==> config.mk <==
export PLATFORM = sky130hd
export DESIGN_NAME = pulse_source_waveform
export DESIGN_NICKNAME = d
export VERILOG_FILES = /design/src/rtl/core/pswf_pkg.sv /design/src/rtl/core/pswf_front.sv /design/src/rtl/core/pswf_queue.sv /design/src/rtl/core/pswf_back.sv /design/src/rtl/core/pulse_source_waveform.sv
export SDC_FILE = /design/constraint.sdc
export NUM_CORES = 2
export LEC_CHECK = 0
export BUFFER_PORTS_ARGS = -buffer_cell sky130_fd_sc_hd__buf_2
export CORE_MARGIN = 3
export CORE_UTILIZATION = 35
export CTS_CLUSTER_SIZE = 40
export DETAILED_ROUTE_END_ITERATION = 10
export MAX_ROUTING_LAYER = met4
export SYNTH_ARGS = -nofsm -noshare
export SYNTH_HDL_FRONTEND = slang
export SYNTH_SLANG_ARGS = --single-unit
==> constraint.sdc <==
create_clock -name clk -period 11.7 [get_ports clk]
set_clock_uncertainty 0.1 [all_clocks]
set_input_delay 2.34 -clock clk [delete_from_list [all_inputs] [get_ports clk]]
set_output_delay 2.34 -clock clk [all_outputs]
set_load 0.01 [all_outputs]
==> src/rtl/core/pswf_pkg.sv <==
// Shared types and constants for the pulse source waveform block.
`default_nettype none

package pswf_pkg;

    // Width of the completed-period counter.
    localparam int COUNT_WIDTH = 32;

    // Depth of the command queue between the classifier and the ramp engine.
    localparam int QUEUE_DEPTH = 2;

    // What the classifier decided for one timestamp.
    typedef enum logic [1:0] {
        CMD_LOW       = 2'd0,
        CMD_HIGH      = 2'd1,
        CMD_RAMP_UP   = 2'd2,
        CMD_RAMP_DOWN = 2'd3
    } cmd_kind_t;

endpackage

`default_nettype wire

==> src/rtl/core/pswf_front.sv <==
// Request classifier: period tracking and phase selection for each timestamp.
`default_nettype none

module pswf_front #(
    parameter int TIME_WIDTH = 32
) (
    input  wire logic                     clk,
    input  wire logic                     rst_n,
    input  wire logic                     push,
    output logic                          full,
    input  wire logic [TIME_WIDTH-1:0]    sim_time,
    input  wire logic                     delay_load,
    input  wire logic [TIME_WIDTH-1:0]    delay_value,
    input  wire logic [TIME_WIDTH-1:0]    delay_time,
    input  wire logic [TIME_WIDTH-1:0]    rise_time,
    input  wire logic [TIME_WIDTH-1:0]    pulse_width,
    input  wire logic [TIME_WIDTH-1:0]    fall_time,
    input  wire logic [TIME_WIDTH-1:0]    period_length,
    output logic                          cmd_valid,
    input  wire logic                     cmd_full,
    output pswf_pkg::cmd_kind_t           cmd_kind,
    output logic [TIME_WIDTH-1:0]         cmd_elapsed,
    output logic [TIME_WIDTH-1:0]         cmd_dur
);
    import pswf_pkg::*;

    typedef enum logic [5:0] {
        F_IDLE = 6'b000001,
        F_ADV  = 6'b000010,
        F_RISE = 6'b000100,
        F_HOLD = 6'b001000,
        F_FALL = 6'b010000,
        F_PUSH = 6'b100000
    } front_state_t;

    front_state_t              state_reg, state_next;
    logic [TIME_WIDTH-1:0]     time_reg, time_next;
    logic [TIME_WIDTH-1:0]     start_reg, start_next;
    logic [COUNT_WIDTH-1:0]    count_reg, count_next;
    logic [TIME_WIDTH-1:0]     edge_reg, edge_next;
    cmd_kind_t                 kind_reg, kind_next;
    logic [TIME_WIDTH-1:0]     elapsed_reg, elapsed_next;
    logic [TIME_WIDTH-1:0]     dur_reg, dur_next;

    logic [TIME_WIDTH-1:0]     add_a;
    logic [TIME_WIDTH-1:0]     add_b;
    logic [TIME_WIDTH:0]       add_full;
    logic [TIME_WIDTH-1:0]     add_sum;

    // One saturating adder, shared by every phase end.
    always_comb
    begin
        case (state_reg)
            F_ADV:
            begin
                add_a = start_reg;
                add_b = period_length;
            end
            F_RISE:
            begin
                add_a = start_reg;
                add_b = rise_time;
            end
            F_HOLD:
            begin
                add_a = edge_reg;
                add_b = pulse_width;
            end
            default:
            begin
                add_a = edge_reg;
                add_b = fall_time;
            end
        endcase
        add_full = {1'b0, add_a} + {1'b0, add_b};
        add_sum  = add_full[TIME_WIDTH] ? {TIME_WIDTH{1'b1}} : add_full[TIME_WIDTH-1:0];
    end

    always_comb
    begin
        state_next   = state_reg;
        time_next    = time_reg;
        start_next   = start_reg;
        count_next   = count_reg;
        edge_next    = edge_reg;
        kind_next    = kind_reg;
        elapsed_next = elapsed_reg;
        dur_next     = dur_reg;

        case (state_reg)
            F_IDLE:
            begin
                if (push)
                begin
                    time_next  = sim_time;
                    state_next = F_ADV;
                end
            end
            F_ADV:
            begin
                // advance the period start by at most one period
                if (time_reg >= add_sum)
                begin
                    start_next = add_sum;
                    if (count_reg != {COUNT_WIDTH{1'b1}})
                    begin
                        count_next = count_reg + COUNT_WIDTH'(1);
                    end
                end
                state_next = F_RISE;
            end
            F_RISE:
            begin
                if (time_reg <= delay_time || time_reg < start_reg)
                begin
                    kind_next  = CMD_LOW;
                    state_next = F_PUSH;
                end
                else if (time_reg <= add_sum)
                begin
                    kind_next    = CMD_RAMP_UP;
                    elapsed_next = time_reg - start_reg;
                    dur_next     = rise_time;
                    state_next   = F_PUSH;
                end
                else
                begin
                    edge_next  = add_sum;
                    state_next = F_HOLD;
                end
            end
            F_HOLD:
            begin
                if (time_reg <= add_sum)
                begin
                    kind_next  = CMD_HIGH;
                    state_next = F_PUSH;
                end
                else
                begin
                    edge_next  = add_sum;
                    state_next = F_FALL;
                end
            end
            F_FALL:
            begin
                if (time_reg <= add_sum)
                begin
                    kind_next    = CMD_RAMP_DOWN;
                    elapsed_next = time_reg - edge_reg;
                    dur_next     = fall_time;
                end
                else
                begin
                    kind_next = CMD_LOW;
                end
                state_next = F_PUSH;
            end
            F_PUSH:
            begin
                if (!cmd_full)
                begin
                    state_next = F_IDLE;
                end
            end
            default:
            begin
                state_next = F_IDLE;
            end
        endcase

        // a new delay restarts the waveform
        if (delay_load)
        begin
            start_next = delay_value;
            count_next = '0;
        end
    end

    always_ff @(posedge clk or negedge rst_n)
    begin
        if (!rst_n)
        begin
            state_reg <= F_IDLE;
            start_reg <= '0;
            count_reg <= '0;
        end
        else
        begin
            state_reg <= state_next;
            start_reg <= start_next;
            count_reg <= count_next;
        end
    end

    always_ff @(posedge clk)
    begin
        time_reg    <= time_next;
        edge_reg    <= edge_next;
        kind_reg    <= kind_next;
        elapsed_reg <= elapsed_next;
        dur_reg     <= dur_next;
    end

    assign full        = (state_reg != F_IDLE);
    assign cmd_valid   = (state_reg == F_PUSH);
    assign cmd_kind    = kind_reg;
    assign cmd_elapsed = elapsed_reg;
    assign cmd_dur     = dur_reg;

endmodule

`default_nettype wire

==> src/rtl/core/pswf_queue.sv <==
// Short command queue between the classifier and the ramp engine.
`default_nettype none

module pswf_queue #(
    parameter int TIME_WIDTH = 32
) (
    input  wire logic                     clk,
    input  wire logic                     rst_n,
    input  wire logic                     push,
    output logic                          full,
    input  wire pswf_pkg::cmd_kind_t      push_kind,
    input  wire logic [TIME_WIDTH-1:0]    push_elapsed,
    input  wire logic [TIME_WIDTH-1:0]    push_dur,
    input  wire logic                     pop,
    output logic                          empty,
    output pswf_pkg::cmd_kind_t           pop_kind,
    output logic [TIME_WIDTH-1:0]         pop_elapsed,
    output logic [TIME_WIDTH-1:0]         pop_dur
);
    import pswf_pkg::*;

    localparam int PTR_WIDTH = (QUEUE_DEPTH > 1) ? $clog2(QUEUE_DEPTH) : 1;
    localparam int CNT_WIDTH = $clog2(QUEUE_DEPTH + 1);

    cmd_kind_t                 kind_mem    [QUEUE_DEPTH];
    logic [TIME_WIDTH-1:0]     elapsed_mem [QUEUE_DEPTH];
    logic [TIME_WIDTH-1:0]     dur_mem     [QUEUE_DEPTH];

    logic [PTR_WIDTH-1:0]      wr_ptr_reg, wr_ptr_next;
    logic [PTR_WIDTH-1:0]      rd_ptr_reg, rd_ptr_next;
    logic [CNT_WIDTH-1:0]      count_reg, count_next;
    logic                      do_push;
    logic                      do_pop;

    assign full    = (count_reg == CNT_WIDTH'(QUEUE_DEPTH));
    assign empty   = (count_reg == '0);
    assign do_push = push && !full;
    assign do_pop  = pop && !empty;

    always_comb
    begin
        wr_ptr_next = wr_ptr_reg;
        rd_ptr_next = rd_ptr_reg;
        count_next  = count_reg;
        if (do_push)
        begin
            wr_ptr_next = (wr_ptr_reg == PTR_WIDTH'(QUEUE_DEPTH - 1)) ? '0
                          : wr_ptr_reg + PTR_WIDTH'(1);
        end
        if (do_pop)
        begin
            rd_ptr_next = (rd_ptr_reg == PTR_WIDTH'(QUEUE_DEPTH - 1)) ? '0
                          : rd_ptr_reg + PTR_WIDTH'(1);
        end
        if (do_push && !do_pop)
        begin
            count_next = count_reg + CNT_WIDTH'(1);
        end
        else if (do_pop && !do_push)
        begin
            count_next = count_reg - CNT_WIDTH'(1);
        end
    end

    always_ff @(posedge clk or negedge rst_n)
    begin
        if (!rst_n)
        begin
            wr_ptr_reg <= '0;
            rd_ptr_reg <= '0;
            count_reg  <= '0;
        end
        else
        begin
            wr_ptr_reg <= wr_ptr_next;
            rd_ptr_reg <= rd_ptr_next;
            count_reg  <= count_next;
        end
    end

    always_ff @(posedge clk)
    begin
        if (do_push)
        begin
            kind_mem[wr_ptr_reg]    <= push_kind;
            elapsed_mem[wr_ptr_reg] <= push_elapsed;
            dur_mem[wr_ptr_reg]     <= push_dur;
        end
    end

    assign pop_kind    = kind_mem[rd_ptr_reg];
    assign pop_elapsed = elapsed_mem[rd_ptr_reg];
    assign pop_dur     = dur_mem[rd_ptr_reg];

endmodule

`default_nettype wire

==> src/rtl/core/pswf_back.sv <==
// Ramp engine: bit-serial multiply-divide and the result register.
`default_nettype none

module pswf_back #(
    parameter int TIME_WIDTH  = 32,
    parameter int VALUE_WIDTH = 32
) (
    input  wire logic                      clk,
    input  wire logic                      rst_n,
    input  wire logic                      cmd_empty,
    output logic                           cmd_pop,
    input  wire pswf_pkg::cmd_kind_t       cmd_kind,
    input  wire logic [TIME_WIDTH-1:0]     cmd_elapsed,
    input  wire logic [TIME_WIDTH-1:0]     cmd_dur,
    input  wire logic [VALUE_WIDTH-1:0]    low_level,
    input  wire logic [VALUE_WIDTH-1:0]    high_level,
    output logic                           empty,
    input  wire logic                      pop,
    output logic [VALUE_WIDTH-1:0]         source_value
);
    import pswf_pkg::*;

    localparam int MAG_WIDTH = VALUE_WIDTH + 1;
    localparam int CW        = $clog2(MAG_WIDTH + 1);

    typedef enum logic [3:0] {
        B_IDLE = 4'b0001,
        B_RUN  = 4'b0010,
        B_FIN  = 4'b0100,
        B_DONE = 4'b1000
    } back_state_t;

    back_state_t               state_reg, state_next;
    logic [VALUE_WIDTH-1:0]    from_reg, from_next;
    logic                      neg_reg, neg_next;
    logic [MAG_WIDTH-1:0]      mag_reg, mag_next;
    logic [TIME_WIDTH-1:0]     e_reg, e_next;
    logic [TIME_WIDTH-1:0]     d_reg, d_next;
    logic [MAG_WIDTH-1:0]      q_reg, q_next;
    logic [TIME_WIDTH-1:0]     r_reg, r_next;
    logic [CW-1:0]             cnt_reg, cnt_next;
    logic [VALUE_WIDTH-1:0]    res_reg, res_next;
    logic                      out_valid_reg, out_valid_next;
    logic [VALUE_WIDTH-1:0]    out_value_reg, out_value_next;

    logic [VALUE_WIDTH-1:0]    ramp_from;
    logic [VALUE_WIDTH-1:0]    ramp_to;
    logic                      ramp_neg;
    logic [MAG_WIDTH-1:0]      up_mag;
    logic [MAG_WIDTH-1:0]      down_mag;

    logic [TIME_WIDTH+1:0]     step_sum;
    logic [TIME_WIDTH+1:0]     d_one;
    logic [TIME_WIDTH+1:0]     d_two;
    logic [TIME_WIDTH+1:0]     sub_one;
    logic [TIME_WIDTH+1:0]     sub_two;
    logic [1:0]                step_digit;
    logic [MAG_WIDTH-1:0]      from_ext;
    logic [MAG_WIDTH-1:0]      final_sum;
    logic                      load_out;

    // Ramp end points and the magnitude of the swing.
    always_comb
    begin
        if (cmd_kind == CMD_RAMP_DOWN)
        begin
            ramp_from = high_level;
            ramp_to   = low_level;
        end
        else
        begin
            ramp_from = low_level;
            ramp_to   = high_level;
        end
        ramp_neg = ($signed(ramp_to) < $signed(ramp_from));
        up_mag   = {ramp_to[VALUE_WIDTH-1], ramp_to} - {ramp_from[VALUE_WIDTH-1], ramp_from};
        down_mag = {ramp_from[VALUE_WIDTH-1], ramp_from} - {ramp_to[VALUE_WIDTH-1], ramp_to};
    end

    // One step of floor(mag * e / d): take the next bit of mag, keep the remainder below d.
    always_comb
    begin
        step_sum = {1'b0, r_reg, 1'b0}
                   + (mag_reg[MAG_WIDTH-1] ? {2'b00, e_reg} : '0);
        d_one    = {2'b00, d_reg};
        d_two    = {1'b0, d_reg, 1'b0};
        sub_one  = step_sum - d_one;
        sub_two  = step_sum - d_two;
        if (step_sum >= d_two)
        begin
            step_digit = 2'd2;
        end
        else if (step_sum >= d_one)
        begin
            step_digit = 2'd1;
        end
        else
        begin
            step_digit = 2'd0;
        end
        from_ext  = {from_reg[VALUE_WIDTH-1], from_reg};
        final_sum = neg_reg ? (from_ext - q_reg) : (from_ext + q_reg);
    end

    assign load_out = (state_reg == B_DONE) && (!out_valid_reg || pop);

    always_comb
    begin
        state_next     = state_reg;
        from_next      = from_reg;
        neg_next       = neg_reg;
        mag_next       = mag_reg;
        e_next         = e_reg;
        d_next         = d_reg;
        q_next         = q_reg;
        r_next         = r_reg;
        cnt_next       = cnt_reg;
        res_next       = res_reg;
        cmd_pop        = 1'b0;

        case (state_reg)
            B_IDLE:
            begin
                if (!cmd_empty)
                begin
                    cmd_pop = 1'b1;
                    case (cmd_kind)
                        CMD_LOW:
                        begin
                            res_next   = low_level;
                            state_next = B_DONE;
                        end
                        CMD_HIGH:
                        begin
                            res_next   = high_level;
                            state_next = B_DONE;
                        end
                        default:
                        begin
                            if (cmd_dur == '0)
                            begin
                                res_next   = ramp_to;
                                state_next = B_DONE;
                            end
                            else
                            begin
                                from_next  = ramp_from;
                                neg_next   = ramp_neg;
                                mag_next   = ramp_neg ? down_mag : up_mag;
                                e_next     = cmd_elapsed;
                                d_next     = cmd_dur;
                                q_next     = '0;
                                r_next     = '0;
                                cnt_next   = CW'(MAG_WIDTH);
                                state_next = B_RUN;
                            end
                        end
                    endcase
                end
            end
            B_RUN:
            begin
                mag_next = {mag_reg[MAG_WIDTH-2:0], 1'b0};
                q_next   = {q_reg[MAG_WIDTH-2:0], 1'b0} + MAG_WIDTH'(step_digit);
                case (step_digit)
                    2'd2:    r_next = sub_two[TIME_WIDTH-1:0];
                    2'd1:    r_next = sub_one[TIME_WIDTH-1:0];
                    default: r_next = step_sum[TIME_WIDTH-1:0];
                endcase
                cnt_next = cnt_reg - CW'(1);
                if (cnt_reg == CW'(1))
                begin
                    state_next = B_FIN;
                end
            end
            B_FIN:
            begin
                res_next   = final_sum[VALUE_WIDTH-1:0];
                state_next = B_DONE;
            end
            B_DONE:
            begin
                if (load_out)
                begin
                    state_next = B_IDLE;
                end
            end
            default:
            begin
                state_next = B_IDLE;
            end
        endcase
    end

    always_comb
    begin
        out_valid_next = out_valid_reg;
        out_value_next = out_value_reg;
        if (pop && out_valid_reg)
        begin
            out_valid_next = 1'b0;
        end
        if (load_out)
        begin
            out_valid_next = 1'b1;
            out_value_next = res_reg;
        end
    end

    always_ff @(posedge clk or negedge rst_n)
    begin
        if (!rst_n)
        begin
            state_reg     <= B_IDLE;
            out_valid_reg <= 1'b0;
        end
        else
        begin
            state_reg     <= state_next;
            out_valid_reg <= out_valid_next;
        end
    end

    always_ff @(posedge clk)
    begin
        from_reg      <= from_next;
        neg_reg       <= neg_next;
        mag_reg       <= mag_next;
        e_reg         <= e_next;
        d_reg         <= d_next;
        q_reg         <= q_next;
        r_reg         <= r_next;
        cnt_reg       <= cnt_next;
        res_reg       <= res_next;
        out_value_reg <= out_value_next;
    end

    assign empty        = !out_valid_reg;
    assign source_value = out_value_reg;

endmodule

`default_nettype wire

==> src/rtl/core/pulse_source_waveform.sv <==
// Top level of the trapezoidal pulse source: register file, classifier, queue, ramp engine.
// The classifier takes a new request only once its last command is in the queue; a ramp holds
// the divider loop until its quotient is done, which limits the sustained rate of ramp requests.
// Reset: config registers and period start read zero, the queue and result register are empty.
// Writing the delay register also restarts the period tracking.
`default_nettype none

module pulse_source_waveform #(
    parameter int TIME_WIDTH  = 32,
    parameter int VALUE_WIDTH = 32,
    localparam int DATA_WIDTH = (TIME_WIDTH > 32 || VALUE_WIDTH > 32) ? 64 : 32,
    localparam int ADDR_LSB   = (DATA_WIDTH > 32) ? 3 : 2,
    localparam int ADDR_WIDTH = ADDR_LSB + 3
) (
    input  wire logic                      clk,
    input  wire logic                      rst_n,
    // request side
    input  wire logic                      push,
    output logic                           full,
    input  wire logic [TIME_WIDTH-1:0]     sim_time,
    // result side
    output logic                           empty,
    input  wire logic                      pop,
    output logic [VALUE_WIDTH-1:0]         source_value,
    // configuration port
    input  wire logic                      psel,
    input  wire logic                      penable,
    input  wire logic                      pwrite,
    input  wire logic [ADDR_WIDTH-1:0]     paddr,
    input  wire logic [DATA_WIDTH-1:0]     pwdata,
    output logic [DATA_WIDTH-1:0]          prdata,
    output logic                           pready
);
    import pswf_pkg::*;

    typedef enum logic [2:0] {
        REG_DELAY  = 3'd0,
        REG_RISE   = 3'd1,
        REG_WIDTH  = 3'd2,
        REG_FALL   = 3'd3,
        REG_PERIOD = 3'd4,
        REG_LOW    = 3'd5,
        REG_HIGH   = 3'd6
    } reg_idx_t;

    logic [TIME_WIDTH-1:0]     delay_reg;
    logic [TIME_WIDTH-1:0]     rise_reg;
    logic [TIME_WIDTH-1:0]     width_reg;
    logic [TIME_WIDTH-1:0]     fall_reg;
    logic [TIME_WIDTH-1:0]     period_reg;
    logic [VALUE_WIDTH-1:0]    low_reg;
    logic [VALUE_WIDTH-1:0]    high_reg;

    logic [2:0]                reg_idx;
    logic                      cfg_write;
    logic                      delay_load;
    logic [TIME_WIDTH-1:0]     wr_time;
    logic [VALUE_WIDTH-1:0]    wr_value;

    // classifier to queue
    logic                      f_cmd_valid;
    logic                      q_full;
    cmd_kind_t                 f_kind;
    logic [TIME_WIDTH-1:0]     f_elapsed;
    logic [TIME_WIDTH-1:0]     f_dur;

    // queue to ramp engine
    logic                      q_empty;
    logic                      q_pop;
    cmd_kind_t                 q_kind;
    logic [TIME_WIDTH-1:0]     q_elapsed;
    logic [TIME_WIDTH-1:0]     q_dur;

    // ------------------------------------------------------------------
    // Configuration registers. The access phase always completes at once.
    // ------------------------------------------------------------------
    assign pready     = 1'b1;
    assign reg_idx    = paddr[ADDR_WIDTH-1:ADDR_LSB];
    assign cfg_write  = psel && penable && pwrite && pready;
    assign wr_time    = pwdata[TIME_WIDTH-1:0];
    assign wr_value   = pwdata[VALUE_WIDTH-1:0];
    assign delay_load = cfg_write && (reg_idx == REG_DELAY);

    always_ff @(posedge clk or negedge rst_n)
    begin
        if (!rst_n)
        begin
            delay_reg  <= '0;
            rise_reg   <= '0;
            width_reg  <= '0;
            fall_reg   <= '0;
            period_reg <= '0;
            low_reg    <= '0;
            high_reg   <= '0;
        end
        else if (cfg_write)
        begin
            // drop writes to addresses past the last register
            case (reg_idx)
                REG_DELAY:  delay_reg  <= wr_time;
                REG_RISE:   rise_reg   <= wr_time;
                REG_WIDTH:  width_reg  <= wr_time;
                REG_FALL:   fall_reg   <= wr_time;
                REG_PERIOD: period_reg <= wr_time;
                REG_LOW:    low_reg    <= wr_value;
                REG_HIGH:   high_reg   <= wr_value;
                default:    ;
            endcase
        end
    end

    // Read back the raw register bits, zero-extended to the bus.
    always_comb
    begin
        case (reg_idx)
            REG_DELAY:  prdata = DATA_WIDTH'(delay_reg);
            REG_RISE:   prdata = DATA_WIDTH'(rise_reg);
            REG_WIDTH:  prdata = DATA_WIDTH'(width_reg);
            REG_FALL:   prdata = DATA_WIDTH'(fall_reg);
            REG_PERIOD: prdata = DATA_WIDTH'(period_reg);
            REG_LOW:    prdata = DATA_WIDTH'(low_reg);
            REG_HIGH:   prdata = DATA_WIDTH'(high_reg);
            default:    prdata = '0;
        endcase
    end

    // ------------------------------------------------------------------
    // Front: hold one request, advance the period, pick the phase.
    // ------------------------------------------------------------------
    pswf_front #(
        .TIME_WIDTH    (TIME_WIDTH)
    ) u_front (
        .clk           (clk),
        .rst_n         (rst_n),
        .push          (push),
        .full          (full),
        .sim_time      (sim_time),
        .delay_load    (delay_load),
        .delay_value   (wr_time),
        .delay_time    (delay_reg),
        .rise_time     (rise_reg),
        .pulse_width   (width_reg),
        .fall_time     (fall_reg),
        .period_length (period_reg),
        .cmd_valid     (f_cmd_valid),
        .cmd_full      (q_full),
        .cmd_kind      (f_kind),
        .cmd_elapsed   (f_elapsed),
        .cmd_dur       (f_dur)
    );

    // ------------------------------------------------------------------
    // Queue: lets the classifier run ahead while a ramp is being divided.
    // ------------------------------------------------------------------
    pswf_queue #(
        .TIME_WIDTH   (TIME_WIDTH)
    ) u_queue (
        .clk          (clk),
        .rst_n        (rst_n),
        .push         (f_cmd_valid),
        .full         (q_full),
        .push_kind    (f_kind),
        .push_elapsed (f_elapsed),
        .push_dur     (f_dur),
        .pop          (q_pop),
        .empty        (q_empty),
        .pop_kind     (q_kind),
        .pop_elapsed  (q_elapsed),
        .pop_dur      (q_dur)
    );

    // ------------------------------------------------------------------
    // Back: level select or ramp interpolation, then the result register.
    // A new command starts while the previous result still waits for pop.
    // ------------------------------------------------------------------
    pswf_back #(
        .TIME_WIDTH   (TIME_WIDTH),
        .VALUE_WIDTH  (VALUE_WIDTH)
    ) u_back (
        .clk          (clk),
        .rst_n        (rst_n),
        .cmd_empty    (q_empty),
        .cmd_pop      (q_pop),
        .cmd_kind     (q_kind),
        .cmd_elapsed  (q_elapsed),
        .cmd_dur      (q_dur),
        .low_level    (low_reg),
        .high_level   (high_reg),
        .empty        (empty),
        .pop          (pop),
        .source_value (source_value)
    );

    // ------------------------------------------------------------------
    // Checks
    // ------------------------------------------------------------------
    a_front_one_at_a_time: assert property (
        @(posedge clk) disable iff (!rst_n)
        (push && !full) |=> full
    ) else $error("classifier did not close after taking a request");

    a_pop_only_when_filled: assert property (
        @(posedge clk) disable iff (!rst_n)
        q_pop |-> !q_empty
    ) else $error("ramp engine popped an empty queue");

    a_queue_flags_exclusive: assert property (
        @(posedge clk) disable iff (!rst_n)
        !(q_empty && q_full)
    ) else $error("queue reports empty and full together");

endmodule

`default_nettype wire
## Word-level counts from Yosys, hierarchy flattened

Memories as Yosys holds them, arrays and structs flattened. A register that Yosys moved wholly into a read port is not among the register bits.
Index checks and enable logic that the tools add are counted.

- Logic and storage cells: 214
- Input bits: 76
- Memory bits (writable): 132
- Memories: 3
- Register bits: 633
- Output and inout bits: 67

- $add $sub $neg: 16
- Equal/unequal tests: 36
- Reductions and logical operators: 48
- Magnitude comparators: 7
- Multiplexer cells: 73
- Bitwise logic cells: 3

Memory list:

| name | depth | bits a word | rd ports | clocked after memory_dff | write ports | RTL line | source |
|---|---|---|---|---|---|---|---|
| u_queue.dur_mem | 2 | 32 | 1 | 0 | 1 | pswf_queue.sv:27 | `logic [TIME_WIDTH-1:0] dur_mem [QUEUE_DEPTH];` |
| u_queue.elapsed_mem | 2 | 32 | 1 | 1 | 1 | pswf_queue.sv:26 | `logic [TIME_WIDTH-1:0] elapsed_mem [QUEUE_DEPTH];` |
| u_queue.kind_mem | 2 | 2 | 1 | 0 | 1 | pswf_queue.sv:25 | `cmd_kind_t kind_mem [QUEUE_DEPTH];` |

Operators with widths:

| operator | number |
|---|---|
| 32-bit 2-to-1 mux | 25 |
| 32-bit one-hot mux with 2 select lines | 8 |
| 32-bit one-hot mux with 7 select lines | 1 |
| 32-bit subtractor | 5 |
| 33-bit 2-to-1 mux | 4 |
| 32-bit one-hot mux with 3 select lines | 1 |
| 33-bit one-hot mux with 2 select lines | 1 |
| 32-bit by 32-bit subtractor with 33-bit output | 2 |
| 32-bit <= comparator | 2 |
| 32-bit less-than comparator | 2 |
| 6-bit 2-to-1 mux | 8 |
| 6-bit one-hot mux with 6 select lines | 1 |
| 33-bit by 32-bit adder with 34-bit output | 1 |
| 34-bit by 32-bit greater-or-equal comparator with 1-bit output | 1 |
| 34-bit by 33-bit greater-or-equal comparator with 1-bit output | 1 |
| 32-bit by 32-bit adder with 33-bit output | 1 |
| 32-bit by 2-bit adder with 32-bit output | 1 |
| 32-bit adder | 1 |
| 32-bit greater-or-equal comparator | 1 |
| 32-bit zero test | 1 |
| 2-bit AND reduction | 11 |
| 4-bit 2-to-1 mux | 5 |
| 4-bit one-hot mux with 4 select lines | 1 |
| 2-bit nonzero test | 8 |
| 38 further kinds | 90 |

## Depth between registers and ports, before layout

- Word-level depth: 9
- Gate-level depth with buffers: 36

## Cells and area by module

A second synthesis with hierarchy kept.

- Cells, all modules: 5286
- Area total of the unflattened synthesis: 52658.0 µm²

By module, submodules not included:

| module | instances | area an instance (µm²) | cells an instance |
|---|---|---|---|
| pswf_back | 1 | 22868.2 | 2624 |
| pswf_front | 1 | 14360.0 | 1708 |
| pulse_source_waveform | 1 | 10357.4 | 730 |
| pswf_queue | 1 | 5072.4 | 224 |

## Worst setup path after synthesis

No wires, ideal clock.

- Kind: register -> register
- Start point: register u_front.state_reg[1]
- End point: register u_front.dur_reg[0] (netlist: u_front.cmd_dur[0]) (enable)
- Path buffers: 3
- Stages on the path, launching flop included: 33
- Library setup time: 0.507 ns
- Arrival time: 9.997 ns
- Slack: 1.096 ns
- Data required time: 11.093 ns
- Path through: dfrtp_1 or4_1 nor3b_1 or2_2 clkbuf_1 nor2_1 clkbuf_1 nand2_1 nand2_1 ha_1 o21a_1 o211ai_1 o21a_1 or4_1 o21ai_1 a221o_1 a221oi_1 o21ba_2 o31ai_1 clkbuf_1 nor2_1 ha_1 nor2b_1 o21a_1 o21a_1 o21a_1 o21a_1 o21a_1 o21ai_0 a21oi_1 o21ai_0 inv_1 a21oi_1

- Word-level cells in the longest chain between the ends: 8

Ends and longest elaborated chain:

| element | RTL line | source |
|---|---|---|
| start: declaration | pswf_front.sv:36 | `front_state_t state_reg, state_next;` |
| start signal: assignment | pswf_front.sv:190 | `state_reg <= state_next;` |
| 6-bit by 2-bit == test with 1-bit output / 6-bit by 3-bit == test with 1-bit output (equally long branches) | pswf_front.sv:53, pswf_front.sv:90 |  |
| 2-bit OR reduction (no source line) | -- |  |
| 32-bit 2-to-1 mux | pswf_front.sv:53 | `case (state_reg)` |
| 32-bit by 32-bit adder with 33-bit output | pswf_front.sv:75 | `add_full = {1'b0, add_a} + {1'b0, add_b};` |
| 32-bit 2-to-1 mux | pswf_front.sv:76 | `add_sum = add_full[TIME_WIDTH] ? {TIME_WIDTH{1'b1}} : add_full[TIME_WIDTH-1:0];` |
| 32-bit <= comparator | pswf_front.sv:119, pswf_front.sv:147 |  |
| 2-bit by 1-bit inequality test with 1-bit output (no source line) | -- |  |
| 4-bit AND reduction (no source line) (*) | -- |  |
| end signal: assignment | pswf_front.sv:202 | `dur_reg <= dur_next;` |
| end: declaration | pswf_front.sv:43 | `logic [TIME_WIDTH-1:0] dur_reg, dur_next;` |

Every way passes the cells marked *; elsewhere a longest branch is shown, timed or not.
A chain may end at the register's enable or synchronous reset.

## Final worst setup path

- Start point: register u_front.state_reg[1]
- End point: register u_front.elapsed_reg[9] (netlist: u_front.cmd_elapsed[9]) (enable)

- Word-level cells in the longest chain between the ends: 8

Ends and longest elaborated chain:

| element | RTL line | source |
|---|---|---|
| 6-bit by 2-bit == test with 1-bit output / 6-bit by 3-bit == test with 1-bit output (equally long branches) | pswf_front.sv:53 |  |
| 2-bit OR reduction (no source line) | -- |  |
| 32-bit 2-to-1 mux | pswf_front.sv:53 |  |
| 32-bit by 32-bit adder with 33-bit output (*) | pswf_front.sv:75 |  |
| 32-bit 2-to-1 mux (*) | pswf_front.sv:76 |  |
| named net u_front.add_sum[13] | pswf_front.sv:48 | `logic [TIME_WIDTH-1:0] add_sum;` |
| 32-bit <= comparator (*) | pswf_front.sv:119, pswf_front.sv:147 |  |
| 2-bit by 1-bit inequality test with 1-bit output (no source line) | -- |  |
| 4-bit AND reduction (no source line) (*) | -- |  |
| end signal: assignment | pswf_front.sv:201 | `elapsed_reg <= elapsed_next;` |
| end: declaration | pswf_front.sv:42 | `logic [TIME_WIDTH-1:0] elapsed_reg, elapsed_next;` |

Mark *: on every way through the listed nets, which the timed path passes. The rest lies on a longest branch.

==> impl_metrics.toml <==
[synthesis]
syn-cell-area_sq_um = 50900
synth_edf_count = 526
synthArstFlopShare = 0.340
ys_seq_area_frac = 0.444
synth.distinct_cells = 94
synth.avg_cell_area_sq_um = 9.88
ys_warn_count = 0
synthCells = 5147
ys_ff_latch = 797
syn-num-nets = 5523
synth-main-ff-cell = "edfxtp_1"

[critical_path]
cp_common_cell = "buf_4"
endpoint_kind = "flop"
cpLargestDelayFamily = "compound AO/OA/AOI/OAI gates"
crit_start = "u_front.state_reg[1]"
crit_buf_inv = 6
critical_path.max_fanout = 37
worstSetupStartpointType = "flop"
cp_data_required_time_ps = 11910
path_class = "reg -> reg"
critPathSlowestCell = "o31ai_4"
crit_arrival_ps = 9380
r2r-start = "u_front.state_reg[1]"
slowest_delay_ps = 720

[cts]
hold_buffers = 0
cts-htree-levels = 3
cts_resized = 0
clk_latency_ps = 690
clk_pin_slew_ps = 60
cts_tree = "built"
clock-sinks = 797
cts_made_buffers = 89
cts_root_buffer = "clkbuf_16"
postCtsSetupBuffers = 0
clock_path_buffers = 3

[cells_and_area]
drive_gt1_frac = 0.130
nets = 5572
fin_util = 0.393
syn_to_final_growth_pct = 11.3

[floorplan]
die-area_sq_um = 150000
start_util = 0.353
die_h_um = 387
std_cell_rows = 139
ioPinCount = 143
die_w_um = 387
core_area_sq_um = 144000

[drt]
wirelength_um = 165000
viasPerCell = 5.58
drcViolationCount = 0
route.vias.total = 40044
ant_nets = 0
drtIter0Drc = 4168
first_pass_iters = 8
routedWlPerCell_um = 22.9

[timing]
timing.fmax_mhz = 109
post-route-period-util = 0.783
final_hold_viol_count = 0
worst_pin_slew_ps = 1190
fin_tns_setup_ps = 0
grt_setup_unrepaired = "false"
setup_viol = 0
slew_headroom = 0.208
min_period_ps = 9170
drv_slew = 0

[global_route]
antenna_found_initial = 23
track_usage = 0.219
grt_max_degree = 175
overflow = 0
grt_pass1_wl_um = 244000
grt_pass1_vias = 38099

[power_and_ir_drop]
vdd.ir_drop.worst_mv = 0.193
power_density_nw_per_um2 = 312
p_leak_nw = 23.2

[status]
status = "finished clean"

[placed_design]
place_congestion = 0.937
hpwl_um = 123000
port_buffers = 139

[run]
drv_cap = 0

[min_path]
hp-class = "reg -> reg"
min-delay-start = "u_back.res_reg[20]"
[where the power goes]
group	switching, mW	internal [mW]
Sequential	0.559	3.92
Combinational	6.22	4.11
Clock	1.22	1.65
Total	8.00	9.68
[Yosys cell counts, types with 60 or more instances]
master	n	area, sq um
nor3_1	73	365
mux2i_1	90	901
edfxtp_1	526	15800
mux2_2	259	2920
xor2_1	94	823
nand3_1	105	526
clkbuf_1	202	758
ha_1	293	3670
nor2b_1	66	413
nor2_1	381	1430
nand2b_1	76	475
nand2_1	580	2180
a21oi_1	341	1710
a21o_1	142	1070
xnor2_1	194	1700
inv_1	262	983
dfrtp_1	269	6730
o21ai_0	350	1750
and2_1	60	375
[area by class of cell]
type                            instances  area, sq um
Fill cell                           14226        87400
Multi-Input combinational cell       3846        26600
Sequential cell                       797        22600
Tap cell                             1903         2380
Clock buffer                          106         2330
Timing Repair Buffer                  193         1130
Inverter                              269         1010
Clock inverter                         56          608
Antenna cell                           12         30.0
[per-layer routing]
metal,vias up,share of wire,GRT usage
li1,18865,-,-
met1,19560,0.43,0.288
met2,1380,0.46,0.342
met3,239,0.070,0.0339
met4,0,0.039,0.0826
met5,-,0,-
[worst paths after layout]
check                                     endpoint  cells past startpoint  slack, ps
max                         u_front.cmd_elapsed[9]                     31       2530
min                        u_back.source_value[20]                      0        320
max reg2reg                 u_front.cmd_elapsed[9]                     31       2530
min reg2reg                u_back.source_value[20]                      0        320
max in group asynchronous       u_queue.rd_ptr_reg                      2       8280
min in group asynchronous              low_reg[12]                      1       1610
[kinds of logic after synthesis]
kind of cell / share of synthesized area
buffers and inverters: 0.0381
flip-flops: 0.444
adder cells (fa/ha/maj): 0.0803
XOR/XNOR: 0.0496
AND/OR/NAND/NOR: 0.141
AO/OA/AOI/OAI: 0.164
multiplexers: 0.0830
other: 0.0000737
[stage by stage]
stage          hold slack, ps  instance area [sq um]  worst slack (ps)  instances  total power [mW]
6_report                  317                  56600              2530       7182              17.7
5_1_grt                   325                  56600              2020       7179              19.0
3_5_place_dp              305                  53700              2720       7008              14.7
2_1_floorplan             300                  50900              1100       5147              11.9
4_1_cts                   318                  56600              2690       7170              17.6
3_3_place_gp              304                  53700              2700       7008              14.6
[cells in the final DEF, fill, tap and decap left out, types with 142 or more instances in the layout]
| master | count |
|---|---|
| a21o_1 | 142 |
| a21oi_1 | 339 |
| nand2_1 | 578 |
| ha_1 | 293 |
| mux2_2 | 259 |
| inv_1 | 261 |
| o21ai_0 | 350 |
| xnor2_1 | 194 |
| dfrtp_1 | 268 |
| nor2_1 | 376 |
| edfxtp_1 | 526 |
Power figures use the tool's default switching activity.
